**src/rtl/skvt_pkg.sv**
```systemverilog
package skvt_pkg;

    localparam int CAPACITY    = 64;
    localparam int VALUE_BITS  = 32;
    localparam int KEY_W       = 64;
    localparam int VAL_W       = 32;
    localparam int CNT_OUT_W   = 7;
    // stored value width: the value field is 32 bits, so nothing above that survives
    localparam int STORE_W     = (VALUE_BITS < VAL_W) ? VALUE_BITS : VAL_W;
    localparam int IDX_W       = $clog2(CAPACITY);
    localparam int COUNT_W     = $clog2(CAPACITY + 1);

    localparam logic REQ_INSERT = 1'b0;
    localparam logic REQ_FIND   = 1'b1;

    typedef struct packed {
        logic             req_type;
        logic [KEY_W-1:0] key;
        logic [VAL_W-1:0] value;
    } t_in;

    typedef struct packed {
        logic                 hit;
        logic [VAL_W-1:0]     read_value;
        logic                 dropped;
        logic [CNT_OUT_W-1:0] entry_count;
    } t_out;

    typedef struct packed {
        logic [KEY_W-1:0]   key;
        logic [STORE_W-1:0] value;
    } t_entry;

    typedef struct packed {
        logic             we;
        logic [IDX_W-1:0] waddr;
        t_entry           wdata;
        logic [IDX_W-1:0] raddr;
    } t_ram_cmd;

    typedef enum logic [7:0] {
        S_IDLE  = 8'b0000_0001,
        S_SRCH  = 8'b0000_0010,
        S_CMP   = 8'b0000_0100,
        S_CHK   = 8'b0000_1000,
        S_ACT   = 8'b0001_0000,
        S_SHIFT = 8'b0010_0000,
        S_PLACE = 8'b0100_0000,
        S_DONE  = 8'b1000_0000
    } t_state;

endpackage

```
**src/rtl/skvt_seq.sv**
```systemverilog
module skvt_seq (
    input  logic               i_clk,
    input  logic               i_rst_n,
    input  logic               i_start,
    input  skvt_pkg::t_in      i_req,
    output logic               o_idle,
    output skvt_pkg::t_ram_cmd o_ram,
    input  skvt_pkg::t_entry   i_rdata,
    input  logic               i_out_free,
    output logic               o_done,
    output skvt_pkg::t_out     o_res
);

    localparam int CW = skvt_pkg::COUNT_W;
    localparam int IW = skvt_pkg::IDX_W;
    localparam int SW = skvt_pkg::STORE_W;
    localparam int VW = skvt_pkg::VAL_W;
    localparam int OW = skvt_pkg::CNT_OUT_W;

    skvt_pkg::t_state r_state, n_state;
    skvt_pkg::t_in    r_req, n_req;
    logic [CW-1:0]    r_lo, n_lo;
    logic [CW-1:0]    r_hi, n_hi;
    logic [CW-1:0]    r_mid, n_mid;
    logic [CW-1:0]    r_pos, n_pos;
    logic [CW-1:0]    r_count, n_count;
    logic [IW-1:0]    r_idx, n_idx;
    logic             r_found, n_found;
    logic [SW-1:0]    r_val, n_val;
    logic             r_hit, n_hit;
    logic [VW-1:0]    r_rd, n_rd;
    logic             r_drop, n_drop;

    logic             key_lt;
    logic             key_eq;
    logic [CW-1:0]    mid_c;
    skvt_pkg::t_entry new_entry;
    logic [SW+VW-1:0] val_ext;
    logic [CW+OW-1:0] cnt_ext;

    // shared compare unit
    assign key_lt = i_rdata.key < r_req.key;
    assign key_eq = i_rdata.key == r_req.key;
    assign mid_c  = r_lo + ((r_hi - r_lo) >> 1);

    assign new_entry.key   = r_req.key;
    assign new_entry.value = r_req.value[SW-1:0];

    assign val_ext = {{VW{1'b0}}, r_val};
    assign cnt_ext = {{OW{1'b0}}, r_count};

    always_comb begin
        n_state = r_state;
        n_req   = r_req;
        n_lo    = r_lo;
        n_hi    = r_hi;
        n_mid   = r_mid;
        n_pos   = r_pos;
        n_count = r_count;
        n_idx   = r_idx;
        n_found = r_found;
        n_val   = r_val;
        n_hit   = r_hit;
        n_rd    = r_rd;
        n_drop  = r_drop;
        o_ram.we    = 1'b0;
        o_ram.waddr = r_pos[IW-1:0];
        o_ram.wdata = new_entry;
        o_ram.raddr = r_lo[IW-1:0];
        o_done      = 1'b0;

        unique case (r_state)
            skvt_pkg::S_IDLE: begin
                if (i_start) begin
                    n_req   = i_req;
                    n_lo    = '0;
                    n_hi    = r_count;
                    n_state = skvt_pkg::S_SRCH;
                end
            end
            skvt_pkg::S_SRCH: begin
                if (r_lo < r_hi) begin
                    n_mid       = mid_c;
                    o_ram.raddr = mid_c[IW-1:0];
                    n_state     = skvt_pkg::S_CMP;
                end else begin
                    n_pos = r_lo;
                    if (r_lo < r_count) begin
                        n_state = skvt_pkg::S_CHK;
                    end else begin
                        n_found = 1'b0;
                        n_state = skvt_pkg::S_ACT;
                    end
                end
            end
            skvt_pkg::S_CMP: begin
                if (key_lt) begin
                    n_lo = r_mid + CW'(1);
                end else begin
                    n_hi = r_mid;
                end
                n_state = skvt_pkg::S_SRCH;
            end
            skvt_pkg::S_CHK: begin
                n_found = key_eq;
                n_val   = i_rdata.value;
                n_state = skvt_pkg::S_ACT;
            end
            skvt_pkg::S_ACT: begin
                n_hit   = r_found;
                n_rd    = '0;
                n_drop  = 1'b0;
                n_state = skvt_pkg::S_DONE;
                if (r_req.req_type == skvt_pkg::REQ_FIND) begin
                    if (r_found) begin
                        n_rd = val_ext[VW-1:0];
                    end
                end else if (r_found) begin
                    o_ram.we = 1'b1;
                end else if (r_count == CW'(skvt_pkg::CAPACITY)) begin
                    n_drop = 1'b1;
                end else if (r_pos < r_count) begin
                    n_idx       = IW'(r_count - CW'(1));
                    o_ram.raddr = IW'(r_count - CW'(1));
                    n_state     = skvt_pkg::S_SHIFT;
                end else begin
                    n_state = skvt_pkg::S_PLACE;
                end
            end
            skvt_pkg::S_SHIFT: begin
                // move one entry up per cycle, top down
                o_ram.we    = 1'b1;
                o_ram.waddr = r_idx + IW'(1);
                o_ram.wdata = i_rdata;
                o_ram.raddr = r_idx - IW'(1);
                if (r_idx == r_pos[IW-1:0]) begin
                    n_state = skvt_pkg::S_PLACE;
                end else begin
                    n_idx = r_idx - IW'(1);
                end
            end
            skvt_pkg::S_PLACE: begin
                o_ram.we = 1'b1;
                n_count  = r_count + CW'(1);
                n_state  = skvt_pkg::S_DONE;
            end
            skvt_pkg::S_DONE: begin
                if (i_out_free) begin
                    o_done  = 1'b1;
                    n_state = skvt_pkg::S_IDLE;
                end
            end
            default: begin
                n_state = skvt_pkg::S_IDLE;
            end
        endcase
    end

    always_ff @(posedge i_clk) begin
        if (!i_rst_n) begin
            r_state <= skvt_pkg::S_IDLE;
            r_count <= '0;
        end else begin
            r_state <= n_state;
            r_count <= n_count;
        end
        r_req   <= n_req;
        r_lo    <= n_lo;
        r_hi    <= n_hi;
        r_mid   <= n_mid;
        r_pos   <= n_pos;
        r_idx   <= n_idx;
        r_found <= n_found;
        r_val   <= n_val;
        r_hit   <= n_hit;
        r_rd    <= n_rd;
        r_drop  <= n_drop;
    end

    assign o_idle = (r_state == skvt_pkg::S_IDLE);

    assign o_res.hit         = r_hit;
    assign o_res.read_value  = r_rd;
    assign o_res.dropped     = r_drop;
    assign o_res.entry_count = cnt_ext[OW-1:0];

endmodule

```
**config.mk**
```make
export PLATFORM = sky130hd
export DESIGN_NAME = skvt_seq
export DESIGN_NICKNAME = d
export VERILOG_FILES = /design/src/rtl/skvt_pkg.sv /design/src/rtl/skvt_seq.sv
export SDC_FILE = /design/constraint.sdc
export NUM_CORES = 1
export LEC_CHECK = 0
export ABC_AREA = 1
export BUFFER_PORTS_ARGS = -buffer_cell sky130_fd_sc_hd__buf_2
export CAP_MARGIN = 20
export CORE_ASPECT_RATIO = 2
export CORE_MARGIN = 2
export CORE_UTILIZATION = 35
export CTS_CLUSTER_SIZE = 30
export DETAILED_ROUTE_END_ITERATION = 12
export PLACE_DENSITY = 0.57
export SLEW_MARGIN = 20
export SYNTH_ARGS = -nofsm -noshare
export SYNTH_HDL_FRONTEND = slang
export SYNTH_SLANG_ARGS = --single-unit
```
**constraint.sdc**
```tcl
create_clock -name i_clk -period 6.7 [get_ports i_clk]
set_clock_uncertainty 0.2 [all_clocks]
set_input_delay 0.335 -clock i_clk [delete_from_list [all_inputs] [get_ports i_clk]]
set_output_delay 0.335 -clock i_clk [all_outputs]
set_load 0.03 [all_outputs]
```
==> results of run 1 <==
layout by cell type, fill, tap and decap left out, types with 2 or more instances in the layout:
cell type        n
a21o_1           5
a21oi_1         53
a31oi_1          6
buf_2          348
buf_4            5
bufinv_16        2
clkbuf_1         5
clkbuf_16       23
clkinv_1         3
clkinv_2         3
clkinvlp_4       2
dfxtp_1         15
dlygate4sd3_1  130
edfxtp_1       198
fa_1             2
ha_1            95
inv_1          186
inv_2           10
nand2_1        338
nand2_2          3
nand3_1         29
nand3_2          2
nand4_1         11
nand4_2          2
nor2_1          95
nor2_2           4
nor2_4           5
nor3_1          10
nor3b_1          2
o211ai_1         3
o21ai_0         39
o21ai_1         64
o21bai_1         4
o22ai_1          3
xnor2_1          6
xor2_1          10
flip-flops by register name (all words and copies together) (netlist names):
name,cells
r_rd,32
r_mid,7
r_count,7
r_hi,7
r_hit,1
new_entry,96
r_pos,7
r_val,32
r_state,8
r_lo,7
r_idx,6
r_drop,1
r_found,1
r_req,1
critical path, delay by kind of cell, from the launching register on:
family                   cells  cell delay (ns)
AO/OA/AOI/OAI                3             0.72
XOR/XNOR                     2             0.49
adder cells (fa/ha/maj)      3             0.96
buffers and inverters        2             0.28
flip-flops                   1             0.48
AND/OR/NAND/NOR              3             0.31
per-stage QoR:
stage          instances  setup slack, ns
3_5_place_dp        1995             2.94
6_report            2165             2.41
3_3_place_gp        1995             2.95
5_1_grt             2165             2.07
2_1_floorplan       1243             1.15
4_1_cts             2163             2.38
path summary, 6_finish.rpt:
path,start,to,cells past startpoint
min,i_start,r_state[5],5
min reg2reg,r_val[11],r_rd[11],2
max,r_lo[0],o_ram[4],13
max reg2reg,r_lo[0],r_mid[6],11
layer usage:
| metal | global-route usage [%] | vias to the layer above |
|---|---|---|
| li1 | - | 5052 |
| met1 | 18.8 | 4603 |
| met2 | 38.8 | 366 |
| met3 | 3.37 | 117 |
| met4 | 12.6 | 0 |
| met5 | 0 | - |
layout make-up:
class,count,share of cell area (%)
multi-input cells,800,28.2
well taps,432,3.43
clock inverters,10,0.674
repair buffers,484,19.7
clock buffers,28,3.77
flip-flops and latches,213,39.6
inverters,197,4.69
diodes,1,0.0159
power by group through the flow:
stage	logic [mW]	registers, mW	clock network (mW)
after floorplan	1.80	1.96	0
after global placement	2.56	1.97	0
after CTS	2.67	1.94	1.26
after detailed placement	2.59	1.97	0
final	2.66	1.95	1.23
after global routing	2.94	1.97	1.30
cell families after synthesis:
family,count (synthesis),share of synthesized area (%)
DFF,213,54.0
adders and majority gates,97,10.6
xor gates and xnor gates,16,1.21
and+or+nand+nor,507,18.2
buffers and inverters,230,7.81
AOI/OAI and AO/OA,180,8.23
==> results.py, run 1 <==
metrics = {
    "hold_path": {
        "hold_class": "in2reg",
    },
    "outcome": {
        "run_status": "finished, final reports clean",
    },
    "timing": {
        "min_period_ns": 4.29,
        "tns_ns": 0,
        "worst_slew_pin_slew_ns": 1.06,
        "hold_violations": 0,
        "slew_violations": 0,
        "fmax_ghz": 0.233,
        "setup_viol": 0,
        "fin_crit_sh_pct": 64.0,
        "slew_headroom_pct": 29.1,
        "rsz0062_at_grt": "no",
        "fin_hold_ws_ns": 0.0797,
    },
    "pwr": {
        "combPwrFrac_pct": 45.6,
        "netSwitchingFraction_pct": 41.9,
        "total_power_mw": 5.83,
        "p_clk_share_pct": 21.0,
        "p_per_area_nw_per_um2": 370,
        "p_seq_share_pct": 33.4,
        "power_leakage_nw": 7.40,
        "switching_power_mw": 2.45,
        "p_int_mw": 3.39,
        "ir_worst_vdd_v": 0.000258,
    },
    "drt": {
        "highest_layer": "met4",
        "route.final.wire_length_um": 35500,
        "antenna_left": 0,
        "routedWlPerCell_um": 16.4,
        "met1_length_um": 11700,
        "vias_per_cell": 4.68,
        "route.met3.wl_um": 1900,
        "dr.pass1.iters": 5,
        "vias": 10100,
        "wl_met2_um": 19600,
        "drc": 0,
        "drt_iter0_markers": 419,
    },
    "cells_and_area": {
        "final_cell_area_um2": 15800,
        "final_util_pct": 48.2,
        "area_delta_synth_final_pct": 36.3,
        "drive_gt1_share_pct": 24.1,
        "multiInputGateArea_um2": 4450,
        "nNetsFinal": 2012,
        "register_area_um2": 6250,
        "fill_cells": 3168,
    },
    "synthesis": {
        "synthTopCellsByArea": "edfxtp_1, nand2_1, ha_1, inv_1, nor2_1",
        "synth_top_flop_cell": "edfxtp_1",
        "synth_top_area_cell": "edfxtp_1",
        "avgSynthCellArea_um2": 9.31,
        "yosys-top-cells-count": "nand2_1, edfxtp_1, inv_1, nor2_1, ha_1",
        "ys_types": 40,
        "synth-seq-cells": 213,
        "syn_inst": 1243,
        "synth_edf_count": 198,
        "synth.net_count": 1537,
        "syn_area_um2": 11600,
        "synth_top_area_share_pct": 51.4,
        "yosys_warnings": 0,
        "seq_area_frac_synth_pct": 54.0,
        "ys_async_sr_fraction_pct": 0,
        "yosysMostFrequentCell": "nand2_1",
    },
    "placed_design": {
        "place.detailed.hpwl_um": 27300,
        "port_buffers": 348,
        "gp_congestion": 0.878,
        "place_area_um2": 13800,
    },
    "global_route": {
        "grtUsageTotal_pct": 19.8,
        "overflow": 0,
        "grt_pass1_wl_um": 53300,
        "antenna_found_initial": 1,
        "grt_pass1_vias": 10500,
        "grt_start_max_net_pins": 105,
    },
    "critical_path": {
        "worstPathMaxFanout": 6,
        "critPathLaunchType": "register",
        "critPathKind": "reg2out",
        "crit_path_cell_trace": "ha_1 -> inv_1 -> fa_1 -> a31oi_1 -> xor2_1 -> ha_1 -> nand2_1 -> o21ai_0 -> xor2_1 -> nor2_1 -> a21oi_1 -> nand3_1 -> buf_2",
        "reg2reg_setup_slack_ns": 3.50,
        "cp.required_ns": 6.16,
        "slowest_delay_ns": 0.48,
        "crit_arrival_ns": 3.75,
        "crit_path_end_kind": "output pin",
        "slowest_stage": "edfxtp_1",
    },
    "floorplan": {
        "num_rows": 94,
        "dieWidth_um": 133,
        "die_h_um": 261,
        "start_util_pct": 35.4,
        "coreArea_um2": 32700,
        "io_pins": 349,
        "die_area_um2": 34600,
    },
    "cts": {
        "hold_buffers": 130,
        "cts_tree": "yes",
        "post-cts-setup-buffers": 0,
        "ctsResizeCount": 0,
        "clk_transition_reported_paths_ns": 0.06,
        "clkSinkCount": 213,
        "cts_buffers": 22,
        "cts_max_level": 1,
        "cts_buffer_depth": 3,
        "clk_latency_ns": 0.52,
        "root_buffer": "clkbuf_16",
    },
    "run": {
        "cap_violations": 0,
    },
}
(Power assumes the default switching activity.)
==> run 2, diff against run 1 <==
==> constraint.sdc (replaced) <==
create_clock -name i_clk -period 4.36 [get_ports i_clk]
set_clock_uncertainty 0.2 [all_clocks]
set_input_delay 0.218 -clock i_clk [delete_from_list [all_inputs] [get_ports i_clk]]
set_output_delay 0.218 -clock i_clk [all_outputs]
set_load 0.03 [all_outputs]
==> run 2 against run 1 <==
- wire length up 3.2%
- critical path type unchanged
- sequential power rose by 53%
- sequential share of layout area down 0.28 points
- clock power is 68% higher
- highest routed layer unchanged
==> results.py, run 2 (synthesis gave the netlist of run 1 again) <==
metrics = {
    "placed_design": {
        "pre_cts_ws_ns": 1.02,
        "place.detailed.hpwl_um": 27700,
        "port_buffers": 348,
        "gp_congestion": 0.903,
        "placed_cells": 1997,
    },
    "cells_and_area": {
        "stdcell_count": 2172,
        "nNetsFinal": 2016,
        "area_delta_synth_final_pct": 37.3,
        "largest_reg_flops": 96,
        "mostFrequentLayoutCells": "buf_2, nand2_1, edfxtp_1",
        "drive_gt1_share_pct": 24.2,
        "final_common_cell": "buf_2",
    },
    "floorplan": {
        "coreArea_um2": 32700,
        "die_area_um2": 34600,
        "die_h_um": 261,
        "io_pins": 349,
        "start_util_pct": 35.4,
        "num_rows": 94,
        "dieWidth_um": 133,
    },
    "timing": {
        "worst_slew_pin_slew_ns": 0.975,
        "setup_ws_ns": 0.459,
        "slew_headroom_pct": 34.9,
        "hold_violations": 0,
        "fin_crit_sh_pct": 89.5,
        "rsz0062_at_grt": "no",
        "setup_viol": 0,
        "min_period_ns": 3.90,
        "slew_violations": 0,
        "tns_ns": 0,
        "fmax_ghz": 0.256,
    },
    "critical_path": {
        "cp.required_ns": 3.94,
        "crit_path_end_kind": "output pin",
        "crit_start": "r_lo[0]",
        "r2r_cells": 11,
        "critPathKind": "reg2out",
        "worstPathMaxFanout": 6,
        "reg2reg_from": "r_lo[0]",
        "crit_arrival_ns": 3.48,
        "critPathLaunchType": "register",
    },
    "cts": {
        "cts_buffer_depth": 3,
        "clkSinkCount": 213,
        "post-cts-setup-buffers": 0,
        "clk_latency_ns": 0.54,
        "cts_max_level": 1,
        "clk_transition_reported_paths_ns": 0.07,
        "root_buffer": "clkbuf_16",
        "cts_tree": "yes",
        "cts_buffers": 22,
        "ctsResizeCount": 0,
    },
    "drt": {
        "vias": 10100,
        "drt_iter0_markers": 470,
        "dr.pass1.iters": 5,
        "vias_per_cell": 4.66,
        "drc": 0,
        "antenna_left": 0,
        "route.final.wire_length_um": 36600,
        "routedWlPerCell_um": 16.9,
    },
    "global_route": {
        "grt_pass1_wl_um": 55800,
        "overflow": 0,
        "antenna_found_initial": 1,
        "grt_start_max_net_pins": 173,
        "grtUsageTotal_pct": 20.8,
        "grt_pass1_vias": 10400,
    },
    "pwr": {
        "ir_worst_vdd_v": 0.000369,
        "p_per_area_nw_per_um2": 568,
        "power_leakage_nw": 7.45,
        "total_power_mw": 9.03,
    },
    "hold_path": {
        "min_from": "i_rdata[33]",
        "hold_depth": 4,
        "hold_class": "in2reg",
    },
    "outcome": {
        "run_status": "finished, final reports clean",
    },
    "run": {
        "cap_violations": 0,
    },
}
[run 2: layout make-up]
type	instances	area [um2]
fillers	3092	16800
flip-flops and latches	213	6250
multi-input cells	800	4450
repair buffers	488	3140
inverters	197	739
clock buffers	29	597
well taps	432	541
clock inverters	11	178
diodes	2	5.00
[run 2: stage by stage]
step	area (um2)	hold slack, ns	util (%)
final	15900	0.159	48.6
after global routing	15900	0.168	48.6
after CTS	15900	0.119	48.6
after detailed placement	13800	0.196	42.1
after global placement	13800	0.194	42.1
after floorplan	11600	0.117	-
[run 2: final timing paths]
kind | end | slack (ns)
setup / recovery | o_ram[4] | 0.46
hold reg to reg | r_rd[7] | 0.34
hold / removal | r_found | 0.16
setup reg to reg | r_mid[6] | 1.23
[run 2: power by group]
group          switching, mW  total (mW)  internal [mW]
clock network          0.860        2.07           1.21
registers              0.182        2.99           2.81
logic                   2.66        3.97           1.31
total                   3.70        9.03           5.33
[run 2: timing repair]
| item | in CTS | in global routing |
|---|---|---|
| setup endpoints to repair | 0 | 0 |
| hold buffers | 133 | 0 |
| hold endpoints to repair | 139 | 0 |
[run 2: critical path, cell delays in order (launching register included)]
cell and delay (ns):
edfxtp_1 0.48, ha_1 0.18, inv_1 0.06, fa_1 0.39
a31oi_1 0.28, xor2_1 0.11, ha_1 0.36, nand2_1 0.07
o21ai_0 0.27, xor2_1 0.25, nor2_1 0.08, a21oi_1 0.14
nand3_1 0.09, buf_2 0.20
[run 2: layer usage]
layer | up-vias | track usage, % | share of wire, % | wire length, um
met5 | - | 0 | 0 | 0
met4 | 0 | 11.6 | 5.6 | 2050
met3 | 100 | 3.16 | 4.6 | 1680
met2 | 342 | 40.8 | 55 | 20300
met1 | 4614 | 20.6 | 34 | 12600
li1 | 5059 | - | - | -
==> run 3, diff against run 2 <==
--- a/config.mk
+++ b/config.mk
@@ -8,12 +8,14 @@
 export ABC_AREA = 1
 export BUFFER_PORTS_ARGS = -buffer_cell sky130_fd_sc_hd__buf_2
 export CAP_MARGIN = 20
+export CELL_PAD_IN_SITES_DETAIL_PLACEMENT = 0
+export CELL_PAD_IN_SITES_GLOBAL_PLACEMENT = 2
 export CORE_ASPECT_RATIO = 2
 export CORE_MARGIN = 2
-export CORE_UTILIZATION = 35
+export CORE_UTILIZATION = 31
 export CTS_CLUSTER_SIZE = 30
 export DETAILED_ROUTE_END_ITERATION = 12
-export PLACE_DENSITY = 0.57
+export PLACE_DENSITY = 0.8
 export SLEW_MARGIN = 20
 export SYNTH_ARGS = -nofsm -noshare
 export SYNTH_HDL_FRONTEND = slang
==> run 3 against run 2 <==
- register-to-register slack improved by 0.07 ns
- global-route usage fell by 1.7 points
- die area increased by 13%
- flip-flop and latch count unchanged
- largest power group unchanged
- highest routed layer is now met5
- sequential power barely moved
- largest cell class unchanged
- non-clock buffer count decreased by 1
==> results.py, run 3 (synthesis gave the netlist of run 1 again) <==
metrics = {
    "outcome": {
        "run_status": "finished, final reports clean",
    },
    "critical_path": {
        "worstPathMaxFanout": 6,
        "cp.required_ns": 3.94,
        "crit_path_cell_trace": "ha_1 -> inv_1 -> fa_1 -> a31oi_1 -> xor2_1 -> ha_1 -> nand2_1 -> o21ai_0 -> xor2_1 -> nor2_1 -> a21oi_1 -> nand3_1 -> buf_2",
        "crit_arrival_ns": 3.48,
        "r2r_cells": 11,
        "critPathKind": "reg2out",
        "slowest_stage": "edfxtp_1",
        "reg2reg_setup_slack_ns": 1.30,
        "slowest_delay_ns": 0.48,
        "critPathLaunchType": "register",
        "crit_path_end_kind": "output pin",
        "reg2reg_from": "r_lo[0]",
        "crit_family": "adder cells",
        "critPathBufInv": 2,
        "r2r_end": "r_mid[6]",
    },
    "pwr": {
        "power_leakage_nw": 7.40,
        "p_per_area_nw_per_um2": 558,
        "ir_worst_vdd_v": 0.000362,
        "total_power_mw": 8.83,
    },
    "run": {
        "cap_violations": 0,
    },
    "global_route": {
        "grt_pass1_vias": 10500,
        "grt_start_max_net_pins": 157,
        "grtUsageTotal_pct": 19.1,
        "overflow": 0,
        "antenna_found_initial": 7,
        "grt_pass1_wl_um": 57300,
    },
    "drt": {
        "antenna_left": 0,
        "route.final.wire_length_um": 38100,
        "drc": 0,
        "vias": 10100,
        "drt_iter0_markers": 419,
        "vias_per_cell": 4.57,
        "dr.pass1.iters": 5,
        "routedWlPerCell_um": 17.3,
    },
    "floorplan": {
        "start_util_pct": 31.3,
        "die_h_um": 277,
        "dieWidth_um": 141,
        "io_pins": 349,
        "num_rows": 100,
        "coreArea_um2": 37000,
        "die_area_um2": 39000,
    },
    "cells_and_area": {
        "fill_cells": 3710,
        "final_common_cell": "buf_2",
        "nNetsFinal": 2015,
        "drive_gt1_share_pct": 23.9,
        "mostFrequentLayoutCells": "buf_2, nand2_1, edfxtp_1",
        "area_delta_synth_final_pct": 36.8,
        "largest_reg_flops": 96,
    },
    "cts": {
        "cts_max_level": 1,
        "root_buffer": "clkbuf_16",
        "post-cts-setup-buffers": 0,
        "clk_transition_reported_paths_ns": 0.06,
        "hold_buffers": 133,
        "cts_buffers": 22,
        "cts_buffer_depth": 3,
        "clkSinkCount": 213,
        "cts_tree": "yes",
        "ctsResizeCount": 0,
        "clk_latency_ns": 0.53,
    },
    "timing": {
        "hold_violations": 0,
        "slew_headroom_pct": 45.9,
        "min_period_ns": 3.89,
        "setup_viol": 0,
        "worst_slew_pin_slew_ns": 0.804,
        "fmax_ghz": 0.257,
        "fin_crit_sh_pct": 89.3,
        "tns_ns": 0,
        "setup_ws_ns": 0.466,
        "slew_violations": 0,
        "rsz0062_at_grt": "no",
    },
    "placed_design": {
        "pre_cts_ws_ns": 0.984,
        "port_buffers": 348,
        "gp_congestion": 0.851,
        "place.detailed.hpwl_um": 29400,
    },
    "hold_path": {
        "min_from": "i_req[4]",
        "hold_depth": 2,
        "hold_class": "in2reg",
        "hold_end": "new_entry[4]",
    },
}
-- run 3: changes by cell type in the layout (fill, tap and decap cells not counted) --
cell | previous run | this run
clkinvlp_4 | 2 | 1
clkinv_2 | 1 | 5
buf_4 | 6 | 4
clkbuf_8 | 2 | 0
clkbuf_1 | 5 | 7
diode_2 | 2 | 6
bufinv_16 | 4 | 1
buf_12 | 1 | 2
clkinv_1 | 2 | 4
inv_6 | 2 | 0
-- run 3: power by group --
part	internal (mW)	leakage (nW)	total [mW]	switching (mW)
registers	2.81	1.97	2.99	0.182
logic	1.32	5.11	4.01	2.69
clock network	0.997	0.325	1.83	0.837
-- run 3: worst reg2reg max path, cell delays in order (launching register included) --
cell      delay [ns]
edfxtp_1        0.48
ha_1            0.19
inv_1           0.06
fa_1            0.41
a31oi_1         0.30
xor2_1          0.11
ha_1            0.36
nand2_1         0.06
o21ai_0         0.28
a21o_1          0.17
a21oi_1         0.07
xor2_1          0.14
-- run 3: layout make-up --
| cell class | instances | area, um2 | share of cell area [%] |
|---|---|---|---|
| Sequential cell | 213 | 6250 | 39.5 |
| Multi-Input combinational cell | 800 | 4450 | 28.1 |
| Timing Repair Buffer | 487 | 3140 | 19.9 |
| Inverter | 197 | 739 | 4.67 |
| Clock buffer | 29 | 577 | 3.64 |
| Tap cell | 459 | 574 | 3.63 |
| Clock inverter | 11 | 90.1 | 0.569 |
| Antenna cell | 6 | 15.0 | 0.0948 |
-- run 3: worst max-delay path by stage --
stage                           from            to  slack (ns)  cells after the start
final                        r_lo[0]      o_ram[4]        0.47                     13
after global placement       r_lo[0]      o_ram[4]        0.99                     13
after floorplan           r_state[4]  new_entry[0]        0.45                      5
after global routing         r_lo[0]      o_ram[4]        0.12                     13
after CTS                    r_lo[0]      o_ram[4]        0.41                     13
after detailed placement     r_lo[0]      o_ram[4]        0.98                     13
-- run 3: layer usage --
layer	track usage, %	up-vias	wire [um]
met5	0	-	18
met4	9.13	4	1850
met3	3.56	93	1930
met2	38.3	321	21200
met1	18.2	4599	13000
li1	-	5049	-
-- run 3: stage by stage --
| step | cells | hold WS [ns] | instance area [um2] | util (%) |
|---|---|---|---|---|
| global route | 2200 | 0.174 | 15800 | 42.7 |
| CTS | 2196 | 0.150 | 15800 | 42.7 |
| finish | 2202 | 0.197 | 15800 | 42.7 |
| global placement | 2023 | 0.195 | 13800 | 37.3 |
| detailed placement | 2023 | 0.196 | 13800 | 37.3 |
| floorplan | 1243 | 0.117 | 11600 | - |
